==> src/hdl/rrts_pkg.sv <==
`default_nettype none

package rrts_pkg;

  // Table size and the widths that follow from it
  localparam int MAX_TASKS = 32;
  localparam int IDX_W     = $clog2(MAX_TASKS);
  localparam int CNT_W     = $clog2(MAX_TASKS + 1);

  // Fixed field widths
  localparam int FUNC_W     = 2;
  localparam int TID_W      = 5;
  localparam int PRIO_W     = 8;
  localparam int UNIT_W     = 10;
  localparam int SLICE_W    = 18;
  localparam int STATUS_W   = 2;
  localparam int CFG_IDX_W  = 1;
  localparam int CFG_DATA_W = 10;

  // Reset values
  localparam logic [UNIT_W-1:0] RESET_SLICE_UNIT = UNIT_W'(100);
  localparam logic [PRIO_W-1:0] RESET_PRIORITY   = PRIO_W'(2);

  typedef enum logic [FUNC_W-1:0] {
    FUNC_ALLOC  = 2'd0,
    FUNC_RUN    = 2'd1,
    FUNC_SWITCH = 2'd2,
    FUNC_SLEEP  = 2'd3
  } func_t;

  typedef enum logic [1:0] {
    SLOT_EMPTY   = 2'd0,
    SLOT_CREATED = 2'd1,
    SLOT_RUNNING = 2'd2
  } slot_t;

  typedef enum logic [STATUS_W-1:0] {
    STATUS_OK        = 2'd0,
    STATUS_NO_SLOT   = 2'd1,
    STATUS_SOLE_TASK = 2'd2
  } status_t;

  typedef enum logic [CFG_IDX_W-1:0] {
    CFG_SLICE_UNIT       = 1'd0,
    CFG_DEFAULT_PRIORITY = 1'd1
  } cfg_reg_t;

  typedef enum logic [2:0] {
    ST_IDLE,
    ST_EXEC,
    ST_ALLOC,
    ST_SLEEP,
    ST_HEAD,
    ST_MUL
  } ctrl_state_t;

  // Commands from the controller to the datapath
  typedef struct packed {
    logic accept;
    logic exec;
    logic alloc_step;
    logic sleep_step;
    logic head;
    logic out_load;
  } cmd_t;

  // Status from the datapath to the controller
  typedef struct packed {
    func_t func;
    logic  sleep_go;
    logic  alloc_done;
    logic  sleep_last;
    logic  out_free;
  } sts_t;

  // Slot number from the task_id field into a table index
  function automatic logic [IDX_W-1:0] tid_to_idx(input logic [TID_W-1:0] tid);
    logic [IDX_W+TID_W-1:0] wide;
    wide = (IDX_W + TID_W)'(tid);
    return wide[IDX_W-1:0];
  endfunction

  // Task_id names a slot inside the table
  function automatic logic tid_in_range(input logic [TID_W-1:0] tid);
    logic [IDX_W+TID_W:0] wide;
    wide = (IDX_W + TID_W + 1)'(tid);
    return wide < (IDX_W + TID_W + 1)'(MAX_TASKS);
  endfunction

  // Table index into a reported slot number, masked to the field width
  function automatic logic [TID_W-1:0] idx_to_slot(input logic [IDX_W-1:0] idx);
    logic [IDX_W+TID_W-1:0] wide;
    wide = (IDX_W + TID_W)'(idx);
    return wide[TID_W-1:0];
  endfunction

endpackage

`default_nettype wire

==> src/hdl/rrts_ctrl.sv <==
`default_nettype none

module rrts_ctrl (
  input  wire logic          clk,
  input  wire logic          rst_n,
  input  wire logic          in_valid,
  output logic               in_ready,
  input  wire rrts_pkg::sts_t sts,
  output rrts_pkg::cmd_t     cmd
);

  rrts_pkg::ctrl_state_t state_r, state_nxt;

  // State register
  always_ff @(posedge clk) begin
    if (!rst_n) begin
      state_r <= rrts_pkg::ST_IDLE;
    end else begin
      state_r <= state_nxt;
    end
  end

  // Next state and commands
  always_comb begin
    state_nxt = state_r;
    cmd       = '0;
    in_ready  = 1'b0;
    unique case (state_r)
      rrts_pkg::ST_IDLE: begin
        in_ready = 1'b1;
        if (in_valid) begin
          cmd.accept = 1'b1;
          state_nxt  = rrts_pkg::ST_EXEC;
        end
      end
      rrts_pkg::ST_EXEC: begin
        cmd.exec = 1'b1;
        priority if (sts.func == rrts_pkg::FUNC_ALLOC) begin
          state_nxt = rrts_pkg::ST_ALLOC;
        end else if (sts.func == rrts_pkg::FUNC_SLEEP && sts.sleep_go) begin
          state_nxt = rrts_pkg::ST_SLEEP;
        end else begin
          state_nxt = rrts_pkg::ST_HEAD;
        end
      end
      rrts_pkg::ST_ALLOC: begin
        cmd.alloc_step = 1'b1;
        if (sts.alloc_done) begin
          state_nxt = rrts_pkg::ST_HEAD;
        end
      end
      rrts_pkg::ST_SLEEP: begin
        cmd.sleep_step = 1'b1;
        if (sts.sleep_last) begin
          state_nxt = rrts_pkg::ST_HEAD;
        end
      end
      rrts_pkg::ST_HEAD: begin
        cmd.head  = 1'b1;
        state_nxt = rrts_pkg::ST_MUL;
      end
      rrts_pkg::ST_MUL: begin
        // Hold until the output register can take the result
        if (sts.out_free) begin
          cmd.out_load = 1'b1;
          state_nxt    = rrts_pkg::ST_IDLE;
        end
      end
      default: begin
        state_nxt = rrts_pkg::ST_IDLE;
      end
    endcase
  end

endmodule

`default_nettype wire

==> src/hdl/rrts_dp.sv <==
`default_nettype none

module rrts_dp (
  input  wire logic                              clk,
  input  wire logic                              rst_n,
  input  wire logic [rrts_pkg::FUNC_W-1:0]       in_func,
  input  wire logic [rrts_pkg::TID_W-1:0]        in_task_id,
  input  wire logic [rrts_pkg::PRIO_W-1:0]       in_priority_req,
  input  wire logic                              cfg_we,
  input  wire logic [rrts_pkg::CFG_IDX_W-1:0]    cfg_index,
  input  wire logic [rrts_pkg::CFG_DATA_W-1:0]   cfg_wdata,
  input  wire rrts_pkg::cmd_t                    cmd,
  output rrts_pkg::sts_t                         sts,
  input  wire logic                              out_ready,
  output logic                                   out_valid,
  output logic [rrts_pkg::TID_W-1:0]             out_given_task,
  output logic [rrts_pkg::TID_W-1:0]             out_current_task,
  output logic [rrts_pkg::SLICE_W-1:0]           out_slice_length,
  output logic                                   out_start_switch,
  output logic [rrts_pkg::STATUS_W-1:0]          out_status
);

  localparam int N     = rrts_pkg::MAX_TASKS;
  localparam int IDX_W = rrts_pkg::IDX_W;
  localparam int CNT_W = rrts_pkg::CNT_W;

  // Task tables
  rrts_pkg::slot_t             state_r [N];
  logic [rrts_pkg::PRIO_W-1:0] prio_r  [N];
  logic [IDX_W-1:0]            rl_r    [N];

  // Scheduler state and configuration
  logic [CNT_W-1:0]             count_r, count_nxt;
  logic [IDX_W-1:0]             pos_r, pos_nxt;
  logic [rrts_pkg::UNIT_W-1:0]  unit_r, unit_nxt;
  logic [rrts_pkg::PRIO_W-1:0]  defp_r, defp_nxt;

  // Operation in progress
  rrts_pkg::func_t              func_r, func_nxt;
  logic [rrts_pkg::TID_W-1:0]   tid_r, tid_nxt;
  logic [rrts_pkg::PRIO_W-1:0]  preq_r, preq_nxt;
  logic [CNT_W-1:0]             j_r, j_nxt;
  logic                         found_r, found_nxt;
  logic [IDX_W-1:0]             k_r, k_nxt;
  logic [IDX_W-1:0]             cur_r, cur_nxt;
  logic [IDX_W-1:0]             given_r, given_nxt;
  logic                         gave_r, gave_nxt;
  rrts_pkg::status_t            status_r, status_nxt;
  logic                         sw_r, sw_nxt;

  // Output register
  logic                         ov_r, ov_nxt;
  logic [rrts_pkg::TID_W-1:0]   og_r, og_nxt;
  logic [rrts_pkg::TID_W-1:0]   oc_r, oc_nxt;
  logic [rrts_pkg::SLICE_W-1:0] os_r, os_nxt;
  logic                         osw_r, osw_nxt;
  rrts_pkg::status_t            ost_r, ost_nxt;

  // Table write ports
  logic                         st_we, prio_we, rl_we;
  logic [IDX_W-1:0]             st_wa, prio_wa, rl_wa;
  rrts_pkg::slot_t              st_wd;
  logic [rrts_pkg::PRIO_W-1:0]  prio_wd;
  logic [IDX_W-1:0]             rl_wd;

  // Table reads and derived values
  logic [IDX_W-1:0]             tid_idx;
  logic                         tid_ok;
  logic [IDX_W-1:0]             j_idx;
  logic [IDX_W-1:0]             st_ra, rl_ra;
  rrts_pkg::slot_t              st_rd;
  logic [IDX_W-1:0]             rl_rd;
  logic [rrts_pkg::PRIO_W-1:0]  prio_rd;
  logic [CNT_W-1:0]             count_dec;
  logic [CNT_W-1:0]             pos_inc;
  logic [IDX_W-1:0]             k_eff;
  logic                         match;
  logic                         alloc_last;

  assign tid_idx   = rrts_pkg::tid_to_idx(tid_r);
  assign tid_ok    = rrts_pkg::tid_in_range(tid_r);
  assign j_idx     = j_r[IDX_W-1:0];
  // Alloc scans by the step counter; every other operation looks at its own slot
  assign st_ra     = (func_r == rrts_pkg::FUNC_ALLOC) ? j_idx : tid_idx;
  assign rl_ra     = cmd.head ? pos_r : j_idx;
  assign st_rd     = state_r[st_ra];
  assign rl_rd     = rl_r[rl_ra];
  assign prio_rd   = prio_r[cur_r];
  assign count_dec = count_r - CNT_W'(1);
  assign pos_inc   = CNT_W'(pos_r) + CNT_W'(1);
  assign k_eff     = found_r ? k_r : j_idx;
  assign match     = (rl_rd == tid_idx);
  assign alloc_last = (j_idx == IDX_W'(N - 1));

  // Status to the controller
  assign sts.func       = func_r;
  assign sts.sleep_go   = tid_ok && (st_rd == rrts_pkg::SLOT_RUNNING)
                          && (count_r >= CNT_W'(2));
  assign sts.alloc_done = (st_rd == rrts_pkg::SLOT_EMPTY) || alloc_last;
  assign sts.sleep_last = (j_r == count_dec);
  assign sts.out_free   = !ov_r || out_ready;

  // Operation sequencing
  always_comb begin
    count_nxt  = count_r;
    pos_nxt    = pos_r;
    unit_nxt   = unit_r;
    defp_nxt   = defp_r;
    func_nxt   = func_r;
    tid_nxt    = tid_r;
    preq_nxt   = preq_r;
    j_nxt      = j_r;
    found_nxt  = found_r;
    k_nxt      = k_r;
    cur_nxt    = cur_r;
    given_nxt  = given_r;
    gave_nxt   = gave_r;
    status_nxt = status_r;
    sw_nxt     = sw_r;
    st_we      = 1'b0;
    st_wa      = tid_idx;
    st_wd      = rrts_pkg::SLOT_CREATED;
    prio_we    = 1'b0;
    prio_wa    = tid_idx;
    prio_wd    = preq_r;
    rl_we      = 1'b0;
    rl_wa      = j_idx;
    rl_wd      = rl_rd;

    // Configuration writes
    if (cfg_we) begin
      unique case (rrts_pkg::cfg_reg_t'(cfg_index))
        rrts_pkg::CFG_SLICE_UNIT:       unit_nxt = cfg_wdata[rrts_pkg::UNIT_W-1:0];
        rrts_pkg::CFG_DEFAULT_PRIORITY: defp_nxt = cfg_wdata[rrts_pkg::PRIO_W-1:0];
        default: ;
      endcase
    end

    // Capture a new item
    if (cmd.accept) begin
      func_nxt   = rrts_pkg::func_t'(in_func);
      tid_nxt    = in_task_id;
      preq_nxt   = in_priority_req;
      j_nxt      = '0;
      found_nxt  = 1'b0;
      gave_nxt   = 1'b0;
      status_nxt = rrts_pkg::STATUS_OK;
      sw_nxt     = 1'b0;
    end

    // Run and switch operations and the sleep precheck
    if (cmd.exec) begin
      unique case (func_r)
        rrts_pkg::FUNC_RUN: begin
          if (tid_ok) begin
            prio_we = (preq_r != '0);
            if (st_rd != rrts_pkg::SLOT_RUNNING && count_r < CNT_W'(N)) begin
              st_we     = 1'b1;
              st_wd     = rrts_pkg::SLOT_RUNNING;
              rl_we     = 1'b1;
              rl_wa     = count_r[IDX_W-1:0];
              rl_wd     = tid_idx;
              count_nxt = count_r + CNT_W'(1);
            end
          end
        end
        rrts_pkg::FUNC_SWITCH: begin
          pos_nxt = (pos_inc >= count_r) ? '0 : pos_inc[IDX_W-1:0];
          sw_nxt  = (count_r >= CNT_W'(2));
        end
        rrts_pkg::FUNC_SLEEP: begin
          if (tid_ok && st_rd == rrts_pkg::SLOT_RUNNING && count_r < CNT_W'(2)) begin
            status_nxt = rrts_pkg::STATUS_SOLE_TASK;
          end
        end
        default: ;
      endcase
    end

    // Scan for the lowest empty slot
    if (cmd.alloc_step) begin
      j_nxt = j_r + CNT_W'(1);
      if (st_rd == rrts_pkg::SLOT_EMPTY) begin
        st_we     = 1'b1;
        st_wa     = j_idx;
        st_wd     = rrts_pkg::SLOT_CREATED;
        prio_we   = 1'b1;
        prio_wa   = j_idx;
        prio_wd   = defp_r;
        given_nxt = j_idx;
        gave_nxt  = 1'b1;
      end else if (alloc_last) begin
        status_nxt = rrts_pkg::STATUS_NO_SLOT;
      end
    end

    // Find the task in the run list and close the gap behind it
    if (cmd.sleep_step) begin
      j_nxt = j_r + CNT_W'(1);
      if (!found_r && match) begin
        found_nxt = 1'b1;
        k_nxt     = j_idx;
      end else if (found_r) begin
        rl_we = 1'b1;
        rl_wa = j_idx - IDX_W'(1);
        rl_wd = rl_rd;
      end
      if (sts.sleep_last) begin
        count_nxt = count_dec;
        st_we     = 1'b1;
        st_wa     = tid_idx;
        st_wd     = rrts_pkg::SLOT_CREATED;
        if (k_eff < pos_r) begin
          pos_nxt = pos_r - IDX_W'(1);
        end else if (k_eff == pos_r) begin
          sw_nxt = 1'b1;
          if (CNT_W'(pos_r) >= count_dec) begin
            pos_nxt = '0;
          end
        end
      end
    end

    // Fetch the current task
    if (cmd.head) begin
      cur_nxt = rl_rd;
    end
  end

  // Output register
  always_comb begin
    ov_nxt  = ov_r;
    og_nxt  = og_r;
    oc_nxt  = oc_r;
    os_nxt  = os_r;
    osw_nxt = osw_r;
    ost_nxt = ost_r;
    if (cmd.out_load) begin
      ov_nxt  = 1'b1;
      og_nxt  = rrts_pkg::idx_to_slot(gave_r ? given_r : cur_r);
      oc_nxt  = rrts_pkg::idx_to_slot(cur_r);
      os_nxt  = rrts_pkg::SLICE_W'(prio_rd) * rrts_pkg::SLICE_W'(unit_r);
      osw_nxt = sw_r;
      ost_nxt = status_r;
    end else if (out_ready) begin
      ov_nxt = 1'b0;
    end
  end

  // Control and scheduler registers
  always_ff @(posedge clk) begin
    if (!rst_n) begin
      count_r <= CNT_W'(1);
      pos_r   <= '0;
      unit_r  <= rrts_pkg::RESET_SLICE_UNIT;
      defp_r  <= rrts_pkg::RESET_PRIORITY;
      ov_r    <= 1'b0;
    end else begin
      count_r <= count_nxt;
      pos_r   <= pos_nxt;
      unit_r  <= unit_nxt;
      defp_r  <= defp_nxt;
      ov_r    <= ov_nxt;
    end
  end

  // Working and payload registers
  always_ff @(posedge clk) begin
    func_r   <= func_nxt;
    tid_r    <= tid_nxt;
    preq_r   <= preq_nxt;
    j_r      <= j_nxt;
    found_r  <= found_nxt;
    k_r      <= k_nxt;
    cur_r    <= cur_nxt;
    given_r  <= given_nxt;
    gave_r   <= gave_nxt;
    status_r <= status_nxt;
    sw_r     <= sw_nxt;
    og_r     <= og_nxt;
    oc_r     <= oc_nxt;
    os_r     <= os_nxt;
    osw_r    <= osw_nxt;
    ost_r    <= ost_nxt;
  end

  // Task tables
  always_ff @(posedge clk) begin
    if (!rst_n) begin
      for (int i = 0; i < N; i++) begin
        state_r[i] <= (i == 0) ? rrts_pkg::SLOT_RUNNING : rrts_pkg::SLOT_EMPTY;
        prio_r[i]  <= rrts_pkg::RESET_PRIORITY;
        rl_r[i]    <= '0;
      end
    end else begin
      if (st_we) begin
        state_r[st_wa] <= st_wd;
      end
      if (prio_we) begin
        prio_r[prio_wa] <= prio_wd;
      end
      if (rl_we) begin
        rl_r[rl_wa] <= rl_wd;
      end
    end
  end

  assign out_valid        = ov_r;
  assign out_given_task   = og_r;
  assign out_current_task = oc_r;
  assign out_slice_length = os_r;
  assign out_start_switch = osw_r;
  assign out_status       = ost_r;

endmodule

`default_nettype wire

==> src/hdl/round_robin_task_scheduler_core.sv <==
// Channel   Direction  Handshake            Payload
// in        input      in_valid/in_ready    in_func, in_task_id, in_priority_req
// out       output     out_valid/out_ready  out_given_task, out_current_task,
//                                           out_slice_length, out_start_switch,
//                                           out_status
// cfg       input      cfg_we (no wait)     cfg_index, cfg_wdata
//
// One item at a time. Run, switch and an ignored or refused sleep pass the exec,
// head and mul states; alloc scans one slot a cycle until the lowest empty slot
// or the last slot; a sleep that removes a task walks the run list one entry a
// cycle. A new item is taken while a result waits in the output register; a
// stalled result holds the next output load.
// Reset is synchronous and restores all tables at once; no clearing pass.
`default_nettype none

module round_robin_task_scheduler_core (
  input  wire logic                              clk,
  input  wire logic                              rst_n,
  input  wire logic                              in_valid,
  output logic                                   in_ready,
  input  wire logic [rrts_pkg::FUNC_W-1:0]       in_func,
  input  wire logic [rrts_pkg::TID_W-1:0]        in_task_id,
  input  wire logic [rrts_pkg::PRIO_W-1:0]       in_priority_req,
  output logic                                   out_valid,
  input  wire logic                              out_ready,
  output logic [rrts_pkg::TID_W-1:0]             out_given_task,
  output logic [rrts_pkg::TID_W-1:0]             out_current_task,
  output logic [rrts_pkg::SLICE_W-1:0]           out_slice_length,
  output logic                                   out_start_switch,
  output logic [rrts_pkg::STATUS_W-1:0]          out_status,
  input  wire logic                              cfg_we,
  input  wire logic [rrts_pkg::CFG_IDX_W-1:0]    cfg_index,
  input  wire logic [rrts_pkg::CFG_DATA_W-1:0]   cfg_wdata
);

  rrts_pkg::cmd_t cmd;
  rrts_pkg::sts_t sts;

  // Sequencer
  rrts_ctrl u_ctrl (
    .clk      (clk),
    .rst_n    (rst_n),
    .in_valid (in_valid),
    .in_ready (in_ready),
    .sts      (sts),
    .cmd      (cmd)
  );

  // Tables, scheduler state and output register
  rrts_dp u_dp (
    .clk              (clk),
    .rst_n            (rst_n),
    .in_func          (in_func),
    .in_task_id       (in_task_id),
    .in_priority_req  (in_priority_req),
    .cfg_we           (cfg_we),
    .cfg_index        (cfg_index),
    .cfg_wdata        (cfg_wdata),
    .cmd              (cmd),
    .sts              (sts),
    .out_ready        (out_ready),
    .out_valid        (out_valid),
    .out_given_task   (out_given_task),
    .out_current_task (out_current_task),
    .out_slice_length (out_slice_length),
    .out_start_switch (out_start_switch),
    .out_status       (out_status)
  );

endmodule

`default_nettype wire

==> config.mk <==
export PLATFORM = sky130hd
export DESIGN_NAME = round_robin_task_scheduler_core
export DESIGN_NICKNAME = d
export VERILOG_FILES = /design/src/hdl/rrts_pkg.sv /design/src/hdl/rrts_ctrl.sv /design/src/hdl/rrts_dp.sv /design/src/hdl/round_robin_task_scheduler_core.sv
export SDC_FILE = /design/constraint.sdc
export NUM_CORES = 1
export LEC_CHECK = 0
export BUFFER_PORTS_ARGS = -buffer_cell sky130_fd_sc_hd__clkbuf_2
export CAP_MARGIN = 20
export CORE_ASPECT_RATIO = 1.4
export CORE_UTILIZATION = 45
export DETAILED_ROUTE_END_ITERATION = 8
export GPL_ROUTABILITY_DRIVEN = 0
export MAX_ROUTING_LAYER = met4
export RECOVER_POWER = 25
export SLEW_MARGIN = 20
export SYNTH_ARGS = -nofsm -noshare
export SYNTH_HDL_FRONTEND = slang
export SYNTH_SLANG_ARGS = --single-unit
==> constraint.sdc <==
create_clock -name clk -period 8.6 [get_ports clk]
set_clock_uncertainty 0.05 [all_clocks]
set_input_delay 0.43 -clock clk [delete_from_list [all_inputs] [get_ports clk]]
set_output_delay 0.43 -clock clk [all_outputs]
set_load 0.02 [all_outputs]
# Yosys cells after proc, flatten, opt, wreduce, memory -nomap -nowiden
# Memory sizes are Yosys's and may differ from the RTL's. A register that Yosys moved wholly into a read port is not among the register bits.
# Index checks and enable logic that the tools add are counted.
dict set report classes {
  shift 0
  n_bitwise 1
  reduce_logical 23
  n_lt_le_gt_ge 6
  div_mod_pow 0
  n_eq_ne 18
  add_sub_neg 6
  n_mul 1
  n_mux 117
}
# cell count
set ops {}
lappend ops {{5-bit two-way mux} 33}
lappend ops {{1-bit two-way mux} 51}
lappend ops {{6-bit two-way mux} 8}
lappend ops {{2-bit two-way mux} 15}
lappend ops {{8-bit two-way mux} 3}
lappend ops {{8-bit by 10-bit multiplier with 18-bit output} 1}
lappend ops {{3-bit two-way mux} 6}
lappend ops {{3-bit one-hot mux with 6 select lines} 1}
lappend ops {{6-bit by 1-bit adder with 6-bit output (second input constant)} 2}
lappend ops {{5-bit == test} 2}
lappend ops {{2-bit != test (second input constant)} 5}
lappend ops {{5-bit by 1-bit subtractor with 5-bit output (second input constant)} 2}
lappend ops {{2-bit AND reduction} 4}
lappend ops {{8-bit nonzero test} 1}
lappend ops {{8-bit OR reduction} 1}
lappend ops {{5-bit by 1-bit adder with 6-bit output (second input constant)} 1}
lappend ops {{2-bit == test (second input constant)} 3}
lappend ops {{3-bit by 2-bit == test with 1-bit output (second input constant)} 2}
lappend ops {{3-bit == test (second input constant)} 2}
lappend ops {{6-bit == test} 1}
lappend ops {{5-bit by 6-bit greater-or-equal comparator with 1-bit output} 1}
lappend ops {{6-bit by 2-bit greater-or-equal comparator with 1-bit output (second input constant)} 1}
lappend ops {{6-bit greater-or-equal comparator} 1}
lappend ops {{6-bit by 2-bit < comparator with 1-bit output (second input constant)} 1}
lappend ops {{other kinds (17)} 24}
dict set report totals {
  latchBits 0
  in_bits 31
  mem_bits_rw 480
  register_bits 105
  out_inout_bits 33
  n_memories 3
  romBits 0
  word_cells 197
}
# name depth word_bits rd rd_clocked_by_memory_dff write_ports line
set memory_table {}
lappend memory_table {u_dp.prio_r 32 8 1 1 32 rrts_dp.sv:29} ;# logic [rrts_pkg::PRIO_W-1:0] prio_r [N];
lappend memory_table {u_dp.rl_r 32 5 1 0 32 rrts_dp.sv:30} ;# logic [IDX_W-1:0] rl_r [N];
lappend memory_table {u_dp.state_r 32 2 1 0 32 rrts_dp.sv:28} ;# rrts_pkg::slot_t state_r [N];

# Depth between registers and ports, before layout
# Gate-level depths: netlist of run 1.
# An unclocked memory read counts as a cell.
dict set report logic_depth {
  depth_word 17
  depth_mapped 25
  ltp_nobuf 23
}

# Cells and area by module
# Synthesis of run 1 repeated with hierarchy kept, for this count alone.
dict set report hier_totals {
  cells_unflattened 2468
  hier_area_um2 30925.9
}
# mod cells_each seq_area_each_um2 area_per_inst_um2 n_inst
set modules_own_cells {}
lappend modules_own_cells {rrts_dp 2434 17226.5 30665.7 1}
lappend modules_own_cells {rrts_ctrl 34 60.1 260.2 1}

# Least setup slack after synthesis of run 1
# Ideal clock, no wire load.
dict set report synth_path {
  kind {register to register}
  startpoint {reg with a tool-made name}
  endpoint {reg u_dp.os_r, in the netlist u_dp.out_slice_length[17] (data pin)}
  required_time_ns 8.290
  t_arrival_ns 6.822
  setup_time_ns 0.260
  path_stages_with_launch 25
  setup_slack_ns 1.468
  period_less_slack_ns 7.132
  path_cell_list {dfxtp_1 clkbuf_1 buf_1 mux4_2 mux4_2 mux2i_1 nor2b_1 fa_1 inv_1 fa_1 inv_1 fa_1 inv_1 fa_1 inv_1 ha_1 a21boi_0 o21ai_0 a21boi_0 o21ai_0 a21oi_1 or4_1 a31o_2 a21oi_1 xnor2_1}
}
# item line
set synth_rtl {}
lappend synth_rtl {{end signal, assigned} rrts_dp.sv:282} ;# os_r <= os_nxt;
lappend synth_rtl {{end, declared} rrts_dp.sv:55} ;# logic [rrts_pkg::SLICE_W-1:0] os_r, os_nxt;

==> impl_metrics.py, run 1 <==
metrics = {
    "cts": {
        "cts.sinks": 590,
        "clk_latency_ps": 630,
        "tritoncts": "done",
        "path_clk_slew_ps": 60,
        "root_buffer": "clkbuf_16",
        "clock_path_buffers": 3,
        "numCtsBuffers": 57,
        "cts_resized": 0,
        "cts_max_level": 2,
    },
    "synthesis": {
        "yosysWarnings": 0,
        "ys_dominant_reg_cell": "edfxtp_1",
        "synth_nets": 2567,
        "yosysTopAreaCellShare_pct": 54.1,
        "synth-seq-area-share_pct": 57.0,
        "syn_area_sq_um": 30300,
        "synth_area_leader_cell": "edfxtp_1",
        "ys_types": 82,
        "synth_edf_count": 547,
        "synth_area_leaders": "edfxtp_1 (54%), mux4_2 (8.2%), nor3_1 (4.2%)",
        "netlist_instances": 2427,
        "avgSynthCellArea_sq_um": 12.5,
        "async_flop_share_pct": 0,
        "ys_ff_latch": 590,
    },
    "power_and_ir_drop": {
        "leakage_nw": 11.5,
        "p_per_area_nw_per_um2": 351,
        "peakVddDrop_v": 0.000467,
    },
    "cells_and_area": {
        "nFillCells": 5884,
        "design_area_sq_um": 33500,
        "syn_to_final_growth_pct": 10.6,
        "drive_gt1_share_pct": 14.5,
        "final_util_pct": 50.3,
        "regArea_sq_um": 17300,
        "multiInputGateArea_sq_um": 12000,
        "nNetsFinal": 2553,
        "diodes": 0,
    },
    "critical_path": {
        "startpoint_type": "flip-flop",
        "crit_slowest_cell": "mux2i_1",
        "critPathKind": "reg2reg",
        "crit_fanout": 25,
        "critPathCaptureType": "flip-flop",
        "critPathMaxStageDelay_ps": 2040,
        "crit_buf_inv": 3,
        "cp_cell_sequence": "clkbuf_1 > mux2i_1 > buf_4 > mux2_1 > o22ai_1 > a221oi_1 > nor3_1 > a311oi_4 > o21a_1 > a221oi_1 > a2bb2oi_4 > buf_4 > o21ai_0",
        "crit_arrival_ps": 7750,
        "path_delay_family": "compound AO/OA/AOI/OAI gates",
        "required_ps": 8500,
    },
    "route": {
        "wl_per_cell_microns": 23.1,
        "drcViolationCount": 0,
        "dr_total_vias": 19500,
        "wl_mm": 76.6,
        "drt_iter0_drc": 1438,
        "avgViaCountPerCell": 5.87,
        "firstDrtPassIters": 8,
        "final_antenna_net_count": 0,
    },
    "sta": {
        "setup_viol": 0,
        "fin_ws_ps": 748,
        "worst_pin_slew_ps": 5090,
        "rsz0062_at_grt": "no",
        "fin_crit_ps": 7850,
        "max_freq_ghz": 0.127,
        "slew_violations": 178,
        "finalHoldViolCount": 0,
        "slew-limit-headroom_pct": -239,
        "min_period_over_period_pct": 91.3,
        "finalSetupTns_ps": 0,
        "hold_ws_ps": 159,
    },
    "min_path": {
        "hp-class": "in2reg",
    },
    "outcome": {
        "violations": "max-capacitance violations, max-slew violations",
        "status": "complete, but fails checks",
    },
    "die": {
        "die_w_microns": 221,
        "row_count": 112,
        "start_util_pct": 45.5,
        "die_area_sq_um": 68500,
        "dieHeight_microns": 309,
        "core_sq_um": 66700,
        "ioPinCount": 64,
    },
    "place": {
        "io_buffers": 63,
        "hpwl_mm": 51.9,
        "pre_cts_ws_ps": 937,
        "place_area_sq_um": 31500,
    },
    "flow_run": {
        "maxCapViolations": 4,
    },
    "global_route": {
        "grt_pass1_wl_mm": 118,
        "grt_overflow": 0,
        "track_usage_pct": 23.2,
        "antenna_found_initial": 0,
        "grt_pass1_vias": 19800,
        "grt_start_max_net_pins": 96,
    },
}
-- power by group --
group	switching, W	total [W]	internal [W]
combinational	0.00338	0.00549	0.00210
sequential	0.000246	0.00372	0.00348
clock	0.00112	0.00257	0.00145
total	0.00475	0.0118	0.00703
-- layer usage --
| layer | up-vias | GRT usage (%) | wire, microns |
|---|---|---|---|
| li1 | 8871 | - | - |
| met1 | 9866 | 26.6 | 29400 |
| met2 | 576 | 42.2 | 41200 |
| met3 | 146 | 2.53 | 3250 |
| met4 | 0 | 8.14 | 2770 |
| met5 | - | - | 0 |
-- cells by family after synthesis --
| group | Yosys count | share of synthesized area (%) |
|---|---|---|
| mux | 202 | 11.4 |
| compound gates | 242 | 5.20 |
| flops | 590 | 57.0 |
| xor+xnor | 41 | 1.18 |
| buf+inv | 325 | 4.41 |
| simple gates | 918 | 15.1 |
| fa+ha+maj | 109 | 5.68 |
-- worst reg2reg max path: stages, from the launching register on --
cell       delay, ps
edfxtp_1         350
clkbuf_1         450
mux2i_1         2050
buf_4            510
mux2_1           220
o22ai_1           90
a221oi_1         320
nor3_1           130
a311oi_4         600
o21a_1           750
a221oi_1         270
a2bb2oi_4        700
buf_4            360
o21ai_0          320
-- cells in the mapped netlist, types with 48 or more instances --
cell and count:
nor3_1 252, mux2i_1 62, mux4_2 111, inv_1 95, fa_1 48, nor2_1 226
edfxtp_1 547, buf_2 48, clkbuf_1 154, nand2_1 139, ha_1 61, nor2b_1 76
o21ai_0 80
-- sequential cells by signal, indices dropped and copies added (netlist names), 3 cells and up, named ones only --
| name | cells |
|---|---|
| u_dp.preq_r | 8 |
| u_dp.out_current_task | 5 |
| u_dp.rl_r | 160 |
| u_dp.pos_r | 5 |
| u_ctrl.state_r | 3 |
| u_dp.state_r | 64 |
| u_dp.j_r | 6 |
| u_dp.count_r | 6 |
| u_dp.defp_r | 8 |
| u_dp.prio_r | 256 |
| u_dp.given_r | 5 |
| u_dp.k_r | 5 |
| u_dp.out_given_task | 5 |
| u_dp.cur_r | 5 |
| u_dp.unit_r | 10 |
| u_dp.out_slice_length | 18 |
| u_dp.tid_idx | 5 |
-- area by class of cell --
cell class	count	area share (%)
multi-input cells	1512	35.6
repair buffers	153	2.91
well taps	855	3.19
clock inverters	34	1.05
flip-flops and latches	590	51.5
clock buffers	72	4.57
inverters	99	1.11
-- placed cells by master, fill, tap and decap left out, types with 9 or more instances in the layout --
| cell | Yosys | final |
|---|---|---|
| nor2b_1 | 76 | 76 |
| o21ai_0 | 80 | 72 |
| nor4_1 | 15 | 15 |
| mux2i_1 | 62 | 46 |
| nand2b_1 | 25 | 25 |
| nand3_1 | 43 | 43 |
| and2_1 | 32 | 29 |
| mux2_2 | 18 | 16 |
| xor2_1 | 10 | 10 |
| mux4_2 | 111 | 111 |
| clkbuf_2 | 0 | 30 |
| clkbuf_1 | 154 | 58 |
| o21ai_1 | 13 | 21 |
| nor3_2 | 20 | 20 |
| a31oi_1 | 9 | 9 |
| o22ai_1 | 15 | 15 |
| or2_1 | 19 | 16 |
| nor2_1 | 226 | 226 |
| fa_1 | 48 | 48 |
| clkinv_1 | 3 | 14 |
| a21oi_1 | 42 | 38 |
| or3_1 | 37 | 37 |
| dfxtp_1 | 43 | 41 |
| dlygate4sd3_1 | 0 | 26 |
| edfxtp_1 | 547 | 547 |
| ha_1 | 61 | 61 |
| xnor2_1 | 31 | 31 |
| mux2i_4 | 1 | 10 |
| nor3_1 | 252 | 252 |
| nand2_1 | 139 | 139 |
| inv_1 | 95 | 96 |
| mux2_1 | 9 | 11 |
| buf_4 | 1 | 49 |
| clkbuf_16 | 0 | 58 |
-- path summary, 6_finish.rpt --
kind | from | end | slack, ps | cells after the start
worst max-delay path | u_dp.j_r[0] | u_dp.rl_r[5][1] | 750 | 13
worst min-delay path | cfg_we | u_dp.defp_r[7] | 160 | 3
worst max register to register | u_dp.j_r[0] | u_dp.rl_r[5][1] | 750 | 13
worst min register to register | u_dp.status_r[0] | u_dp.out_status[0] | 390 | 0
-- through the flow --
stage	cells	total power (W)
2_1_floorplan	2427	0.00769
3_3_place_gp	3183	0.00925
3_5_place_dp	3183	0.00932
4_1_cts	3315	0.0119
5_1_grt	3315	0.0125
6_report	3315	0.0118
-- what timing repair did --
action / 4_1_cts / 5_1_grt
setup endpoints to repair: 0 / 0
buffers inserted: 0 / 0
hold endpoints to repair: 32 / 0
hold buffers: 26 / 0
Power figures use the tool's default switching activity.
==> run 2, diff against run 1 <==
--- a/config.mk
+++ b/config.mk
@@ -15,3 +15,2 @@
 export RECOVER_POWER = 25
-export SLEW_MARGIN = 20
 export SYNTH_ARGS = -nofsm -noshare
==> constraint.sdc (replaced) <==
create_clock -name clk -period 8.6 [get_ports clk]
set_clock_uncertainty 0.05 [all_clocks]
set_input_delay 1.72 -clock clk [delete_from_list [all_inputs] [get_ports clk]]
set_output_delay 1.72 -clock clk [all_outputs]
set_load 0.02 [all_outputs]
==> impl_metrics.py, run 2 (same netlist as run 1, synthesis figures left out) <==
metrics = {
    "cts": {
        "clock_path_buffers": 3,
        "cts.sinks": 590,
        "cts_max_level": 2,
        "hold_buffers": 0,
        "cts_resized": 0,
        "path_clk_slew_ps": 70,
        "numCtsBuffers": 57,
        "clk_latency_ps": 640,
        "root_buffer": "clkbuf_16",
        "cts_post_setup_buffers_inserted": 0,
        "tritoncts": "done",
    },
    "cells_and_area": {
        "layout_common_cells": "edfxtp_1 (547), nor3_1 (252), nor2_1 (226)",
        "drive_gt1_share_pct": 15.1,
        "largest_reg_flops": 256,
        "syn_to_final_growth_pct": 10.0,
        "mostFrequentLayoutCell": "edfxtp_1",
        "nNetsFinal": 2537,
        "top_regs": "u_dp.prio_r x256, u_dp.rl_r x160, u_dp.state_r x64",
        "final_util_pct": 50.0,
        "regMostFlops": "u_dp.prio_r",
    },
    "power_and_ir_drop": {
        "p_per_area_nw_per_um2": 354,
        "leakage_nw": 11.5,
        "finalPower_w": 0.0118,
        "peakVddDrop_v": 0.000408,
    },
    "sta": {
        "slew-limit-headroom_pct": -230,
        "finalHoldViolCount": 0,
        "finalSetupTns_ps": 0,
        "worst_pin_slew_ps": 4950,
        "max_freq_ghz": 0.126,
        "fin_crit_ps": 7910,
        "rsz0062_at_grt": "no",
        "min_period_over_period_pct": 92.0,
        "setup_viol": 0,
        "slew_violations": 178,
        "hold_ws_ps": 388,
    },
    "critical_path": {
        "required_ps": 8920,
        "crit_end": "u_dp.out_slice_length[17]",
        "crit_arrival_ps": 8230,
        "crit_fanout": 28,
        "startpoint_type": "flip-flop",
        "r2r_setup_slack_ps": 690,
        "reg2reg_depth": 23,
        "r2r-end": "u_dp.out_slice_length[17]",
        "critPathKind": "reg2reg",
        "critPathCaptureType": "flip-flop",
    },
    "route": {
        "dr_wl_met3_mm": 3.25,
        "firstDrtPassIters": 5,
        "wl_met1_mm": 29.3,
        "avgViaCountPerCell": 5.85,
        "final_antenna_net_count": 0,
        "drcViolationCount": 0,
        "wl_mm": 76.3,
        "dr.max_layer_used": "met4",
        "wl_per_cell_microns": 23.1,
        "drt_iter0_drc": 1498,
        "wl_met2_mm": 41.4,
        "dr_total_vias": 19300,
    },
    "die": {
        "row_count": 112,
        "die_w_microns": 221,
        "dieHeight_microns": 309,
        "start_util_pct": 45.5,
        "die_area_sq_um": 68500,
        "ioPinCount": 64,
        "core_sq_um": 66700,
    },
    "global_route": {
        "antenna_found_initial": 0,
        "grt_start_max_net_pins": 96,
        "track_usage_pct": 23.2,
        "grt_overflow": 0,
        "grt_pass1_vias": 19800,
        "grt_pass1_wl_mm": 118,
    },
    "outcome": {
        "violations": "max-capacitance violations, max-slew violations",
        "status": "complete, but fails checks",
    },
    "flow_run": {
        "maxCapViolations": 4,
    },
    "place": {
        "io_buffers": 63,
        "hpwl_mm": 52.0,
    },
    "min_path": {
        "hp-class": "reg2reg",
    },
}
run 2: cell types whose count changed in the layout (fill, tap and decap cells not counted), sizes merged:
cell	previous run	this run
dlygate4sd3	26	0
buf	50	61
clkbuf	149	141
bufinv	6	8
clkinv	25	27
inv	99	101
diode	0	1
run 2: where the power goes:
group	internal [W]	switching, W
clock	0.00148	0.00113
combinational	0.00212	0.00336
sequential	0.00348	0.000244
total	0.00707	0.00473
run 2: how the worst min path moves through the flow:
stage	from	slack, ps	cells after the start	end
final	u_dp.status_r[0]	390	0	u_dp.out_status[0]
after global routing	u_dp.status_r[0]	400	0	u_dp.out_status[0]
after detailed placement	u_dp.status_r[0]	380	0	u_dp.out_status[0]
after floorplan	u_dp.sw_r	360	0	u_dp.out_start_switch
after global placement	u_dp.status_r[0]	370	0	u_dp.out_status[0]
after CTS	u_dp.status_r[0]	390	0	u_dp.out_status[0]
run 2: final cells by class:
| class | count | area, sq um |
|---|---|---|
| antenna | 1 | 2.50 |
| sequential | 590 | 17300 |
| tap | 855 | 1070 |
| clock inverter | 40 | 429 |
| timing repair buffer | 137 | 817 |
| fill | 5855 | 33300 |
| multi-input combinational | 1512 | 11900 |
| inverter | 99 | 372 |
| clock buffer | 65 | 1480 |
run 2: layer usage:
layer  track usage, %  up-vias
li1                 -     8848
met1             26.6     9788
met2             42.5      532
met3             2.39      128
met4             7.40        0
met5                -        -
run 2: metrics by stage:
| stage | worst slack (ps) | cell area, sq um | instances |
|---|---|---|---|
| 2_1_floorplan | 1470 | 30300 | 2427 |
| 3_3_place_gp | 971 | 31500 | 3183 |
| 3_5_place_dp | 940 | 31500 | 3185 |
| 4_1_cts | 919 | 33400 | 3290 |
| 5_1_grt | 279 | 33400 | 3298 |
| 6_report | 690 | 33400 | 3299 |
run 2: worst max-delay path, cell delays in order, from the launching register on:
cell and delay (ps):
dfxtp_2 860, clkbuf_1 630, mux4_2 420, mux4_2 450
mux2i_1 720, nor2b_1 150, fa_1 520, inv_1 50
fa_1 530, inv_1 50, fa_1 470, inv_1 50
fa_1 470, inv_1 40, ha_1 290, a21boi_0 160
o21ai_0 220, a21boi_0 140, o21ai_0 230, a21oi_1 130
or4_1 440, a31o_2 250, a21oi_1 180, xnor2_1 80
==> run 3, diff against run 2 <==
PLACE_DENSITY = 0.69   (was not set)
==> impl_metrics.py, run 3 (same netlist as run 1, synthesis figures left out) <==
metrics = {
    "outcome": {
        "status": "complete, but fails checks",
        "violations": "max-capacitance violations, max-slew violations",
    },
    "critical_path": {
        "crit_arrival_ps": 7900,
        "cp_cell_sequence": "clkbuf_1 > mux2i_1 > clkbuf_1 > mux2_1 > o22ai_1 > a221oi_1 > o22ai_1 > a311oi_4 > o21a_2 > a21boi_1 > o22a_1 > buf_4 > o21ai_0",
        "startpoint_type": "flip-flop",
        "crit_fanout": 43,
        "critPathCaptureType": "flip-flop",
        "path_delay_family": "compound AO/OA/AOI/OAI gates",
        "r2r_start": "u_dp.j_r[0]",
        "critPathMaxStageDelay_ps": 1170,
        "crit_start": "u_dp.j_r[0]",
        "crit_buf_inv": 3,
        "r2r_setup_slack_ps": 930,
        "crit_slowest_cell": "mux2i_1",
        "critPathKind": "reg2reg",
        "required_ps": 8820,
    },
    "cts": {
        "path_clk_slew_ps": 70,
        "numCtsBuffers": 57,
        "cts.sinks": 590,
        "cts_post_setup_buffers_inserted": 0,
        "root_buffer": "clkbuf_16",
        "cts_resized": 0,
        "cts_max_level": 2,
        "clk_latency_ps": 650,
        "tritoncts": "done",
        "clock_path_buffers": 3,
        "hold_buffers": 0,
    },
    "sta": {
        "slew-limit-headroom_pct": -89.9,
        "finalSetupTns_ps": 0,
        "worst_pin_slew_ps": 2840,
        "finalHoldViolCount": 0,
        "min_period_over_period_pct": 89.2,
        "max_freq_ghz": 0.130,
        "setup_viol": 0,
        "fin_crit_ps": 7670,
        "slew_violations": 154,
        "rsz0062_at_grt": "no",
    },
    "flow_run": {
        "maxCapViolations": 5,
    },
    "global_route": {
        "grt_start_max_net_pins": 59,
        "antenna_found_initial": 0,
        "grt_pass1_wl_mm": 116,
        "grt_overflow": 0,
        "track_usage_pct": 22.8,
        "grt_pass1_vias": 20300,
    },
    "place": {
        "hpwl_mm": 52.0,
        "io_buffers": 63,
    },
    "die": {
        "die_w_microns": 221,
        "ioPinCount": 64,
        "core_sq_um": 66700,
        "start_util_pct": 45.5,
        "row_count": 112,
        "die_area_sq_um": 68500,
        "dieHeight_microns": 309,
    },
    "cells_and_area": {
        "largest_reg_flops": 256,
        "top_regs": "u_dp.prio_r x256, u_dp.rl_r x160, u_dp.state_r x64",
        "syn_to_final_growth_pct": 10.1,
        "layout_common_cells": "edfxtp_1 (547), nor3_1 (252), nor2_1 (226)",
        "nNetsFinal": 2542,
        "mostFrequentLayoutCell": "edfxtp_1",
        "diodes": 0,
        "drive_gt1_share_pct": 15.2,
        "regMostFlops": "u_dp.prio_r",
        "final_util_pct": 50.1,
    },
    "min_path": {
        "hp-class": "reg2reg",
        "hp-start": "u_dp.status_r[0]",
    },
    "route": {
        "drt_iter0_drc": 1770,
        "drcViolationCount": 0,
        "firstDrtPassIters": 7,
        "avgViaCountPerCell": 5.98,
        "wl_per_cell_microns": 22.6,
        "dr_total_vias": 19800,
        "final_antenna_net_count": 0,
        "wl_mm": 74.8,
    },
    "power_and_ir_drop": {
        "peakVddDrop_v": 0.000306,
        "p_per_area_nw_per_um2": 354,
        "leakage_nw": 11.5,
    },
}
-- run 3: cell count changes in the layout (fill, tap and decap cells not counted), moves of 3 or more --
cell        delta
clkbuf_1       +4
buf_4          +3
clkinvlp_4     +5
inv_6          -3
clkinv_1       +4
clkinv_4       +6
clkinv_2       -8
-- run 3: final cells by class --
| type | instances | area (sq um) |
|---|---|---|
| clock buffer | 63 | 1450 |
| tap | 855 | 1070 |
| fill | 5759 | 33300 |
| clock inverter | 45 | 480 |
| timing repair buffer | 142 | 820 |
| sequential | 590 | 17300 |
| inverter | 99 | 372 |
| multi-input combinational | 1512 | 11900 |
-- run 3: final timing paths --
kind	endpoint	cells after the start
setup / recovery	u_dp.rl_r[14][3]	13
hold / removal	u_dp.out_status[0]	0
setup reg to reg	u_dp.rl_r[14][3]	13
hold reg to reg	u_dp.out_status[0]	0
-- run 3: power breakdown --
part / internal (W) / switching, W
logic: 0.00214 / 0.00338
registers: 0.00348 / 0.000248
clock network: 0.00144 / 0.00113
-- run 3: metal layers --
metal,vias up,routed length (microns),GRT usage [%]
met5,-,0,-
met4,0,3900,11.7
met3,232,3870,2.20
met2,806,41000,42.4
met1,9875,26000,23.9
li1,8855,-,-
-- run 3: through the flow --
stage | hold WS (ps) | area (sq um) | worst slack (ps) | std cells | total power (W)
2_1_floorplan | 358 | 30300 | 1470 | 2427 | 0.00769
3_3_place_gp | 378 | 31600 | 1210 | 3190 | 0.00919
3_5_place_dp | 381 | 31600 | 1150 | 3191 | 0.00933
4_1_cts | 395 | 33500 | 1160 | 3299 | 0.0119
5_1_grt | 395 | 33400 | 640 | 3306 | 0.0125
6_report | 393 | 33400 | 926 | 3306 | 0.0118
